--- src/rtl/linear_adsr_envelope_assert.svh ---
// ----------------------------------------------------------------------------
// Assertion macros for the linear ADSR envelope
// Concurrent check wrappers, compiled out when ASSERT_OFF is set.
// ----------------------------------------------------------------------------
`ifndef LINEAR_ADSR_ENVELOPE_ASSERT_SVH
`define LINEAR_ADSR_ENVELOPE_ASSERT_SVH

`ifndef ASSERT_OFF
`define LAE_ASSERT(label, clk, rst_n, prop) \
  label: assert property (@(posedge clk) disable iff (!rst_n) prop) \
    else $error("%m: check failed");
`define LAE_ASSERT_NEXT(label, clk, rst_n, pre, post) \
  label: assert property (@(posedge clk) disable iff (!rst_n) (pre) |=> (post)) \
    else $error("%m: check failed");
`else
`define LAE_ASSERT(label, clk, rst_n, prop)
`define LAE_ASSERT_NEXT(label, clk, rst_n, pre, post)
`endif

`endif

--- src/rtl/lae_pkg.sv ---
// ----------------------------------------------------------------------------
// lae_pkg
// Types, register map and constants shared by the envelope modules.
// ----------------------------------------------------------------------------
package lae_pkg;

  localparam int LEVEL_BITS        = 16;
  localparam int DEFAULT_TIME_BITS = 22;
  localparam int PHASE_BITS        = 3;
  localparam int ADDR_BITS         = 4;
  localparam int DATA_BITS         = 32;

  localparam int ATTACK_RESET  = 441;
  localparam int DECAY_RESET   = 4410;
  localparam int SUSTAIN_RESET = 45875;
  localparam int RELEASE_RESET = 4410;

  typedef enum logic [1:0] {
    REG_ATTACK  = 2'd0,
    REG_DECAY   = 2'd1,
    REG_SUSTAIN = 2'd2,
    REG_RELEASE = 2'd3
  } cfg_reg_e;

  typedef enum logic [PHASE_BITS-1:0] {
    PH_IDLE    = 3'd0,
    PH_ATTACK  = 3'd1,
    PH_DECAY   = 3'd2,
    PH_SUSTAIN = 3'd3,
    PH_RELEASE = 3'd4
  } env_phase_e;

  typedef enum logic [2:0] {
    LVL_ZERO    = 3'd0,
    LVL_SUSTAIN = 3'd1,
    LVL_ATTACK  = 3'd2,
    LVL_DECAY   = 3'd3,
    LVL_RELEASE = 3'd4
  } lvl_sel_e;

  typedef enum logic [2:0] {
    ST_IDLE   = 3'd0,
    ST_EVAL   = 3'd1,
    ST_MUL    = 3'd2,
    ST_DSTART = 3'd3,
    ST_DIV    = 3'd4,
    ST_OUT    = 3'd5
  } seq_state_e;

  typedef struct packed {
    logic [LEVEL_BITS-1:0] gate_level;
    logic                  manual_hold;
  } in_item_t;

  typedef struct packed {
    logic [LEVEL_BITS-1:0] envelope_level;
    logic [PHASE_BITS-1:0] phase;
  } out_item_t;

  typedef struct packed {
    logic load_in;
    logic eval;
    logic mul;
    logic div_start;
    logic out_load;
  } ctrl_cmd_t;

  typedef struct packed {
    logic div_idle;
    logic out_free;
  } ctrl_sts_t;

endpackage

--- src/rtl/lae_div.sv ---
// ----------------------------------------------------------------------------
// lae_div
// Restoring divider, one quotient bit per cycle, LEVEL_BITS steps.
// ----------------------------------------------------------------------------
`include "linear_adsr_envelope_assert.svh"

module lae_div import lae_pkg::*; #(
  parameter int TIME_BITS = DEFAULT_TIME_BITS
) (
  input  logic                            clk_i,
  input  logic                            rst_ni,
  input  logic                            start_i,
  input  logic [TIME_BITS+LEVEL_BITS-1:0] num_i,
  input  logic [TIME_BITS-1:0]            den_i,
  output logic                            idle_o,
  output logic [LEVEL_BITS-1:0]           quo_o
);

  localparam int CNT_W = $clog2(LEVEL_BITS + 1);

  logic [TIME_BITS-1:0]  rem_q;
  logic [LEVEL_BITS-1:0] quo_q;
  logic [CNT_W-1:0]      cnt_q;
  logic                  busy_q;
  logic [TIME_BITS:0]    trial;
  logic [TIME_BITS:0]    diff;
  logic                  fits;

  assign trial = {rem_q, quo_q[LEVEL_BITS-1]};
  assign diff  = trial - {1'b0, den_i};
  assign fits  = trial >= {1'b0, den_i};

  always_ff @(posedge clk_i or negedge rst_ni) begin
    if (!rst_ni) begin
      busy_q <= 1'b0;
      cnt_q  <= '0;
    end else if (start_i) begin
      busy_q <= 1'b1;
      cnt_q  <= CNT_W'(LEVEL_BITS);
    end else if (busy_q) begin
      cnt_q <= cnt_q - 1'b1;
      if (cnt_q == CNT_W'(1)) begin
        busy_q <= 1'b0;
      end
    end
  end

  always_ff @(posedge clk_i) begin
    if (start_i) begin
      rem_q <= num_i[TIME_BITS+LEVEL_BITS-1:LEVEL_BITS];
      quo_q <= num_i[LEVEL_BITS-1:0];
    end else if (busy_q) begin
      rem_q <= fits ? diff[TIME_BITS-1:0] : trial[TIME_BITS-1:0];
      quo_q <= {quo_q[LEVEL_BITS-2:0], fits};
    end
  end

  assign idle_o = !busy_q;
  assign quo_o  = quo_q;

  `LAE_ASSERT(a_rem_below_den, clk_i, rst_ni, (busy_q && den_i != '0) |-> (rem_q < den_i))
  `LAE_ASSERT_NEXT(a_start_busy, clk_i, rst_ni, start_i, busy_q)

endmodule

--- src/rtl/lae_ctrl.sv ---
// ----------------------------------------------------------------------------
// lae_ctrl
// Sequencer: accept, evaluate phase, multiply, divide, hand over result.
// ----------------------------------------------------------------------------
module lae_ctrl import lae_pkg::*; (
  input  logic      clk_i,
  input  logic      rst_ni,
  input  logic      in_valid_i,
  output logic      in_stall_o,
  input  ctrl_sts_t sts_i,
  output ctrl_cmd_t cmd_o
);

  seq_state_e state_q, state_d;

  always_ff @(posedge clk_i or negedge rst_ni) begin
    if (!rst_ni) begin
      state_q <= ST_IDLE;
    end else begin
      state_q <= state_d;
    end
  end

  always_comb begin
    state_d = state_q;
    unique case (state_q)
      ST_IDLE: begin
        if (in_valid_i) state_d = ST_EVAL;
      end
      ST_EVAL:   state_d = ST_MUL;
      ST_MUL:    state_d = ST_DSTART;
      ST_DSTART: state_d = ST_DIV;
      ST_DIV: begin
        if (sts_i.div_idle) state_d = ST_OUT;
      end
      ST_OUT: begin
        if (sts_i.out_free) state_d = ST_IDLE;
      end
      default:   state_d = ST_IDLE;
    endcase
  end

  always_comb begin
    cmd_o           = '0;
    in_stall_o      = (state_q != ST_IDLE);
    cmd_o.load_in   = (state_q == ST_IDLE) && in_valid_i;
    cmd_o.eval      = (state_q == ST_EVAL);
    cmd_o.mul       = (state_q == ST_MUL);
    cmd_o.div_start = (state_q == ST_DSTART);
    cmd_o.out_load  = (state_q == ST_OUT) && sts_i.out_free;
  end

endmodule

--- src/rtl/lae_dp.sv ---
// ----------------------------------------------------------------------------
// lae_dp
// Datapath: registers, phase and counter update, ramp level arithmetic.
// ----------------------------------------------------------------------------
`include "linear_adsr_envelope_assert.svh"

module lae_dp import lae_pkg::*; #(
  parameter int TIME_BITS = DEFAULT_TIME_BITS
) (
  input  logic                 clk_i,
  input  logic                 rst_ni,
  input  logic                 psel,
  input  logic                 penable,
  input  logic                 pwrite,
  input  logic [ADDR_BITS-1:0] paddr,
  input  logic [DATA_BITS-1:0] pwdata,
  output logic [DATA_BITS-1:0] prdata,
  output logic                 pready,
  input  in_item_t             in_data_i,
  output logic                 out_valid_o,
  input  logic                 out_stall_i,
  output out_item_t            out_data_o,
  input  ctrl_cmd_t            cmd_i,
  output ctrl_sts_t            sts_o
);

  localparam int PROD_W = TIME_BITS + LEVEL_BITS;

  logic [TIME_BITS-1:0]  attack_q, decay_q, release_q;
  logic [LEVEL_BITS-1:0] sustain_q;
  cfg_reg_e              reg_sel;
  logic                  cfg_wr;

  env_phase_e            phase_q, phase_d;
  logic [TIME_BITS:0]    tc_q, tc_e, tc_d;
  logic [TIME_BITS-1:0]  rc_q, rc_e, rc_d;
  logic [LEVEL_BITS-1:0] prev_q, gate_q;
  logic                  rise, fall;
  logic [TIME_BITS:0]    ad_sum, tc_off;

  logic [LEVEL_BITS:0]   mul_a_q, mul_a_d;
  logic [TIME_BITS-1:0]  mul_b_q, mul_b_d;
  logic [TIME_BITS-1:0]  den_q, den_d;
  lvl_sel_e              sel_q, sel_d;
  logic [PROD_W:0]       prod_full;
  logic [PROD_W-1:0]     prod_q;

  logic                  div_idle;
  logic [LEVEL_BITS-1:0] quo;
  logic [LEVEL_BITS-1:0] level;
  logic                  out_valid_q;
  out_item_t             out_data_q;

  assign reg_sel = cfg_reg_e'(paddr[ADDR_BITS-1:2]);
  assign cfg_wr  = psel && penable && pwrite;
  assign pready  = 1'b1;

  always_ff @(posedge clk_i or negedge rst_ni) begin
    if (!rst_ni) begin
      attack_q  <= TIME_BITS'(ATTACK_RESET);
      decay_q   <= TIME_BITS'(DECAY_RESET);
      sustain_q <= LEVEL_BITS'(SUSTAIN_RESET);
      release_q <= TIME_BITS'(RELEASE_RESET);
    end else if (cfg_wr) begin
      unique case (reg_sel)
        REG_ATTACK:  attack_q  <= pwdata[TIME_BITS-1:0];
        REG_DECAY:   decay_q   <= pwdata[TIME_BITS-1:0];
        REG_SUSTAIN: sustain_q <= pwdata[LEVEL_BITS-1:0];
        REG_RELEASE: release_q <= pwdata[TIME_BITS-1:0];
      endcase
    end
  end

  always_comb begin
    unique case (reg_sel)
      REG_ATTACK:  prdata = DATA_BITS'(attack_q);
      REG_DECAY:   prdata = DATA_BITS'(decay_q);
      REG_SUSTAIN: prdata = DATA_BITS'(sustain_q);
      REG_RELEASE: prdata = DATA_BITS'(release_q);
    endcase
  end

  always_ff @(posedge clk_i) begin
    if (cmd_i.load_in) begin
      gate_q <= in_data_i.manual_hold ? '1 : in_data_i.gate_level;
    end
  end

  assign rise   = gate_q > prev_q;
  assign fall   = gate_q < prev_q;
  assign ad_sum = {1'b0, attack_q} + {1'b0, decay_q};

  always_comb begin
    phase_d = phase_q;
    tc_e    = tc_q;
    rc_e    = rc_q;
    if (rise && phase_q == PH_IDLE) begin
      phase_d = PH_ATTACK;
      tc_e    = '0;
    end
    if (fall) begin
      phase_d = PH_RELEASE;
      rc_e    = '0;
    end
    if (phase_d == PH_ATTACK && tc_e >= {1'b0, attack_q}) phase_d = PH_DECAY;
    if (phase_d == PH_DECAY && tc_e >= ad_sum) phase_d = PH_SUSTAIN;
    if (phase_d == PH_RELEASE && rc_e >= release_q) phase_d = PH_IDLE;
  end

  assign tc_off = (tc_e > {1'b0, attack_q}) ? (tc_e - {1'b0, attack_q}) : '0;

  always_comb begin
    mul_a_d = '0;
    mul_b_d = '0;
    den_d   = '0;
    sel_d   = LVL_ZERO;
    tc_d    = tc_e;
    rc_d    = rc_e;
    unique case (phase_d)
      PH_ATTACK: begin
        mul_a_d = {1'b1, {LEVEL_BITS{1'b0}}};
        mul_b_d = tc_e[TIME_BITS-1:0];
        den_d   = attack_q;
        sel_d   = LVL_ATTACK;
      end
      PH_DECAY: begin
        mul_a_d = {1'b1, {LEVEL_BITS{1'b0}}} - {1'b0, sustain_q};
        mul_b_d = tc_off[TIME_BITS-1:0];
        den_d   = decay_q;
        sel_d   = (decay_q == '0) ? LVL_SUSTAIN : LVL_DECAY;
      end
      PH_SUSTAIN: sel_d = LVL_SUSTAIN;
      PH_RELEASE: begin
        mul_a_d = {1'b0, sustain_q};
        mul_b_d = rc_e;
        den_d   = release_q;
        sel_d   = LVL_RELEASE;
      end
      default:    sel_d = LVL_ZERO;
    endcase
    if ((phase_d == PH_ATTACK || phase_d == PH_DECAY) && tc_e != '1) begin
      tc_d = tc_e + 1'b1;
    end
    if (phase_d == PH_RELEASE && rc_e != '1) begin
      rc_d = rc_e + 1'b1;
    end
  end

  always_ff @(posedge clk_i or negedge rst_ni) begin
    if (!rst_ni) begin
      phase_q <= PH_IDLE;
      tc_q    <= '0;
      rc_q    <= '0;
      prev_q  <= '0;
    end else if (cmd_i.eval) begin
      phase_q <= phase_d;
      tc_q    <= tc_d;
      rc_q    <= rc_d;
      prev_q  <= gate_q;
    end
  end

  always_ff @(posedge clk_i) begin
    if (cmd_i.eval) begin
      mul_a_q <= mul_a_d;
      mul_b_q <= mul_b_d;
      den_q   <= den_d;
      sel_q   <= sel_d;
    end
    if (cmd_i.mul) begin
      prod_q <= prod_full[PROD_W-1:0];
    end
  end

  assign prod_full = mul_a_q * mul_b_q;

  lae_div #(
    .TIME_BITS(TIME_BITS)
  ) u_div (
    .clk_i   (clk_i),
    .rst_ni  (rst_ni),
    .start_i (cmd_i.div_start),
    .num_i   (prod_q),
    .den_i   (den_q),
    .idle_o  (div_idle),
    .quo_o   (quo)
  );

  always_comb begin
    unique case (sel_q)
      LVL_ZERO:    level = '0;
      LVL_SUSTAIN: level = sustain_q;
      LVL_ATTACK:  level = quo;
      LVL_DECAY:   level = (quo == '0) ? '1 : (LEVEL_BITS'(0) - quo);
      LVL_RELEASE: level = sustain_q - quo;
      default:     level = '0;
    endcase
  end

  always_ff @(posedge clk_i or negedge rst_ni) begin
    if (!rst_ni) begin
      out_valid_q <= 1'b0;
    end else if (cmd_i.out_load) begin
      out_valid_q <= 1'b1;
    end else if (!out_stall_i) begin
      out_valid_q <= 1'b0;
    end
  end

  always_ff @(posedge clk_i) begin
    if (cmd_i.out_load) begin
      out_data_q.envelope_level <= level;
      out_data_q.phase          <= phase_q;
    end
  end

  assign out_valid_o    = out_valid_q;
  assign out_data_o     = out_data_q;
  assign sts_o.div_idle = div_idle;
  assign sts_o.out_free = !out_valid_q || !out_stall_i;

  `LAE_ASSERT(a_idle_level_zero, clk_i, rst_ni, (out_valid_q && out_data_q.phase == PH_IDLE) |-> (out_data_q.envelope_level == '0))
  `LAE_ASSERT(a_sustain_level, clk_i, rst_ni, (out_valid_q && out_data_q.phase == PH_SUSTAIN) |-> (out_data_q.envelope_level == sustain_q))

endmodule

--- src/rtl/linear_adsr_envelope.sv ---
// Sequence: an accepted gate beat is evaluated, multiplied, divided and loaded
//   into the output; a new beat is accepted only after the last is handed over.
//   The serial divider produces one quotient bit of the ramp level per cycle.
// Reset (asynchronous, active low): phase idle, counters and previous gate cleared,
//   registers back to their defaults; no clearing pass, ready at once.
// ----------------------------------------------------------------------------
// linear_adsr_envelope
// Linear ADSR envelope generator, one Q0.16 level per gate beat.
// ----------------------------------------------------------------------------
module linear_adsr_envelope import lae_pkg::*; #(
  parameter int TIME_BITS = DEFAULT_TIME_BITS
) (
  input  logic                 clk_i,
  input  logic                 rst_ni,
  input  logic                 psel,
  input  logic                 penable,
  input  logic                 pwrite,
  input  logic [ADDR_BITS-1:0] paddr,
  input  logic [DATA_BITS-1:0] pwdata,
  output logic [DATA_BITS-1:0] prdata,
  output logic                 pready,
  input  logic                 in_valid_i,
  output logic                 in_stall_o,
  input  in_item_t             in_data_i,
  output logic                 out_valid_o,
  input  logic                 out_stall_i,
  output out_item_t            out_data_o
);

  ctrl_cmd_t cmd;
  ctrl_sts_t sts;

  lae_ctrl u_ctrl (
    .clk_i      (clk_i),
    .rst_ni     (rst_ni),
    .in_valid_i (in_valid_i),
    .in_stall_o (in_stall_o),
    .sts_i      (sts),
    .cmd_o      (cmd)
  );

  lae_dp #(
    .TIME_BITS(TIME_BITS)
  ) u_dp (
    .clk_i       (clk_i),
    .rst_ni      (rst_ni),
    .psel        (psel),
    .penable     (penable),
    .pwrite      (pwrite),
    .paddr       (paddr),
    .pwdata      (pwdata),
    .prdata      (prdata),
    .pready      (pready),
    .in_data_i   (in_data_i),
    .out_valid_o (out_valid_o),
    .out_stall_i (out_stall_i),
    .out_data_o  (out_data_o),
    .cmd_i       (cmd),
    .sts_o       (sts)
  );

endmodule
--- config.mk ---
export PLATFORM = sky130hd
export DESIGN_NAME = linear_adsr_envelope
export DESIGN_NICKNAME = d
export VERILOG_FILES = /design/src/rtl/lae_pkg.sv /design/src/rtl/lae_div.sv /design/src/rtl/lae_ctrl.sv /design/src/rtl/lae_dp.sv /design/src/rtl/linear_adsr_envelope.sv
export VERILOG_INCLUDE_DIRS = /design/src /design/src/rtl
export SDC_FILE = /design/constraint.sdc
export NUM_CORES = 2
export LEC_CHECK = 0
export ABC_AREA = 1
export BUFFER_PORTS_ARGS = -buffer_cell sky130_fd_sc_hd__buf_2
export CORE_MARGIN = 2
export CORE_UTILIZATION = 35
export DETAILED_ROUTE_END_ITERATION = 7
export MAX_ROUTING_LAYER = met4
export PLACE_DENSITY = 0.57
export SYNTH_ARGS = -nofsm -noshare
export SYNTH_HDL_FRONTEND = slang
export SYNTH_SLANG_ARGS = --single-unit
--- constraint.sdc ---
create_clock -name clk_i -period 6.9 [get_ports clk_i]
set_input_delay 1.035 -clock clk_i [delete_from_list [all_inputs] [get_ports clk_i]]
set_output_delay 1.035 -clock clk_i [all_outputs]
set_load 0.02 [all_outputs]
==> results.md <==
- CP delay by family, top: adder cells
- R2R cell count: 27
- Flop2flop setup slack: 380 ps
- Grt ovf: 0
- Worst-Margin Slew: ~1000 ps
- Setup Viol. Count Final: 0
- Die H: slightly above 300 microns
- # fillers: just under 10,000
- Post-cts sizing count: 0
- Status: complete, no violations
- DP Wirelength: between 70,000 and 80,000 microns
- GPL Wtd Cong: between 0.9 and 1
- Crit Path Class: flop to flop
- Max_cap viols: 0
- Setup TNS: 0 ps
- Initial antenna violation count: 2
- Vias in the first global route: between 20,000 and 30,000
- Worst clock skew: between 30 and 40 ps
- Critical path endpoint: u_dp.prod_q[36]
- Final ANT Viol Nets: 0
- Worst-path clk slew: ~60 ps
- Critical path launch point type: flop
- Fin nets: approximately 4,800
- Largest net degree at the start of global routing: roughly 110
- Pre-antenna DRT Iters: 5
- Worst Path Buf+Inv: 7
- Vias per Instance: about 5.0
- Asr flop ratio synth: 0.471
- WP data arrival: just under 7000 ps
- Layout area overhead: 9.67%
- Synth warn: 0
- Port Buffer Count: 90
- Cell Area, Synth: 33,200 sq um
- Netlist cell types: 59
- WP depth: 27
- Bufs on Longest Clock Path: 3
- Die area: ~97,000 sq um
- Dpl ws: between 300 and 400 ps
- CTS buffer count: 38
- Post-Syn Instances: around 4,100
- Final Cycle Share: 0.945
- Slew margin rel.: 0.334
- Reg-to-reg critical path endpoint: u_dp.prod_q[36]
- EDFF count, synth: around 180
- Core area: about 94,000 sq um
- FMAX: 153 MHz
- Total number of vias: around 27,000
- Number of H-tree levels: 2
- Initial Utilization: 0.354
- DR WL met3: between 5000 and 6000 microns
- Crit. End Element: flop
- Synth Register Bits: 331
- Detailed Route WL: 97,100 microns
- Metal-1 WL: approximately 44,000 microns
- Row count: 112
- Wire per inst: roughly 18 microns
- Slowest cell on crit path: edfxtp_1
- Seq/Total Area, Yosys: 0.277
- I/O Pins: between 100 and 150
- First-pass GRT wire length: 155,000 microns
- Period minus WS final: 6520 ps
- Worst r2r src: u_dp.mul_a_q[6]
- Critical Path Max Stage Delay: around 700 ps
- Worst hold-check path type: input pin to async pin
- Most common cell after layout, fill and taps aside: nand2_1
- Final Max Tran Viols: 0
- RSZ-0062 raised after global routing: false
- Mean Syn Cell Area: roughly 8.1 sq um
- Crit path launch: u_dp.mul_a_q[6]
- Residual DRC count: 0
- Endpoints failing hold: 0
- Max Used Layer: met4
- Commonest cells after routing, fill and taps aside: 1,078 x nand2_1, 780 x inv_1, 302 x fa_1
- DRT iter0 DRCs: between 1,500 and 2,000
- Die width: just over 300 microns
- Top_reg_cell synth: edfxtp_1
- Critical Path RT: between 7000 and 8000 ps
- Final setup margin: about 380 ps
- Layout cell share with drive strength beyond 1: 0.0767
- Worst-Skew Late Latency: between 500 and 600 ps
- Met2 WL post-DR: about 45,000 microns
- CTS tree: built
- Crit path max fanout: 12
- Clk root buf: clkbuf_16
- GR Util All Layers: 0.208
- Clock sinks: ~330
==> metrics by stage <==
stage / std cells / cell area [sq um] / hold slack [ps] / utilization
floorplan: 4115 / 33200 / 425 / -
global placement: 5353 / 35000 / 440 / 0.374
detailed placement: 5353 / 35000 / 443 / 0.374
CTS: 5423 / 36300 / 401 / 0.388
global route: 5426 / 36400 / 423 / 0.389
finish: 5427 / 36400 / 405 / 0.389
==> synth_stat cells, drive strengths merged (7+ instances only) <==
master   instances  area (sq um)
nand2         1084          4090
inv            787          2950
fa             302          6050
o21ai          270          1360
ha             257          3220
edfxtp         175          5260
nor2           166           683
a21oi          163           823
dfrtp          129          3230
clkbuf         125           469
nand3          110           573
xor2            80           701
nand4           79           513
buf             50           322
o221ai          43           377
xnor2           43           377
nor3            42           225
dfstp           27           709
o211ai          24           180
or2             23           144
nor4            19           131
o22ai           18           113
o2111ai         15           131
a21o            12          90.1
a31oi           12          75.1
o21bai           8          60.1
a21boi           7          52.6
o21a             7          52.6
==> final cells by class <==
class | count | area, sq um | area share
Antenna cell | 2 | 5.00 | 0.000138
Clock buffer | 46 | 1040 | 0.0287
Clock inverter | 24 | 304 | 0.00836
Inverter | 789 | 2960 | 0.0814
Multi-Input combinational cell | 2820 | 20300 | 0.558
Sequential cell | 331 | 9190 | 0.253
Tap cell | 1254 | 1570 | 0.0431
Timing Repair Buffer | 161 | 1010 | 0.0279
==> worst reg2reg max path, stage by stage (launching register included) <==
cell and delay, ps:
edfxtp_1 690, buf_4 310, nand2_1 100, fa_1 520
inv_1 50, fa_1 520, inv_1 50, fa_1 500
inv_1 50, fa_1 480, inv_1 80, fa_1 540
inv_1 60, fa_1 480, ha_1 370, nand2_1 110
nor2_1 110, inv_1 50, nor3_1 260, nand3_1 120
nand3_1 160, nand3_1 90, nand2_1 110, nand3_1 70
nand2_1 140, nand4_1 110, nand3_1 100, xor2_1 70
==> how the worst min path moves through the flow <==
stage	from	endpoint	slack [ps]	cells after the start
floorplan	u_dp.phase_q[0]	u_dp.out_data_o[0]	420	0
global placement	u_dp.phase_q[0]	u_dp.out_data_o[0]	440	0
detailed placement	u_dp.phase_q[0]	u_dp.out_data_o[0]	440	0
CTS	rst_ni	u_dp.prev_q[8]	400	1
global route	rst_ni	u_dp.prev_q[5]	420	1
finish	rst_ni	u_dp.prev_q[5]	400	1
==> logic make-up after synthesis <==
kind of cell,after synthesis,synth area share
other,2,0.000226
AOI/OAI and AO/OA,597,0.104
xor gates and xnor gates,123,0.0325
and+or+nand+nor,1530,0.193
adders and majority gates,559,0.279
buffers and inverters,964,0.113
DFF,331,0.277
==> metal layers <==
layer  vias to the layer above  GRT usage
li1                      13134          -
met2                       621      0.325
met4                         0     0.0578
met5                         -          -
met3                       142     0.0349
met1                     13265      0.278
==> flip-flops by register name (all words and copies together) (netlist names), 3 cells and up <==
name              cells
u_ctrl.state_q        3
u_dp.attack_q        22
u_dp.decay_q         22
u_dp.den_q           22
u_dp.gate_q          16
u_dp.mul_a_q         17
u_dp.mul_b_q         22
u_dp.out_data_o      19
u_dp.phase_q          3
u_dp.prev_q          16
u_dp.prod_q          38
u_dp.rc_q            22
u_dp.release_q       22
u_dp.sel_q            3
u_dp.sustain_q       16
u_dp.tc_q            23
u_dp.u_div.cnt_q      5
u_dp.u_div.quo_o     16
u_dp.u_div.rem_q     22
==> repair_timing <==
item | CTS | global route
hold buffers | 0 | 0
setup endpoints to repair | 0 | 3
setup buffers | 0 | 2
Power is not shown: default switching activity piles up to over one toggle a cycle in this logic, so the estimate is an artifact.
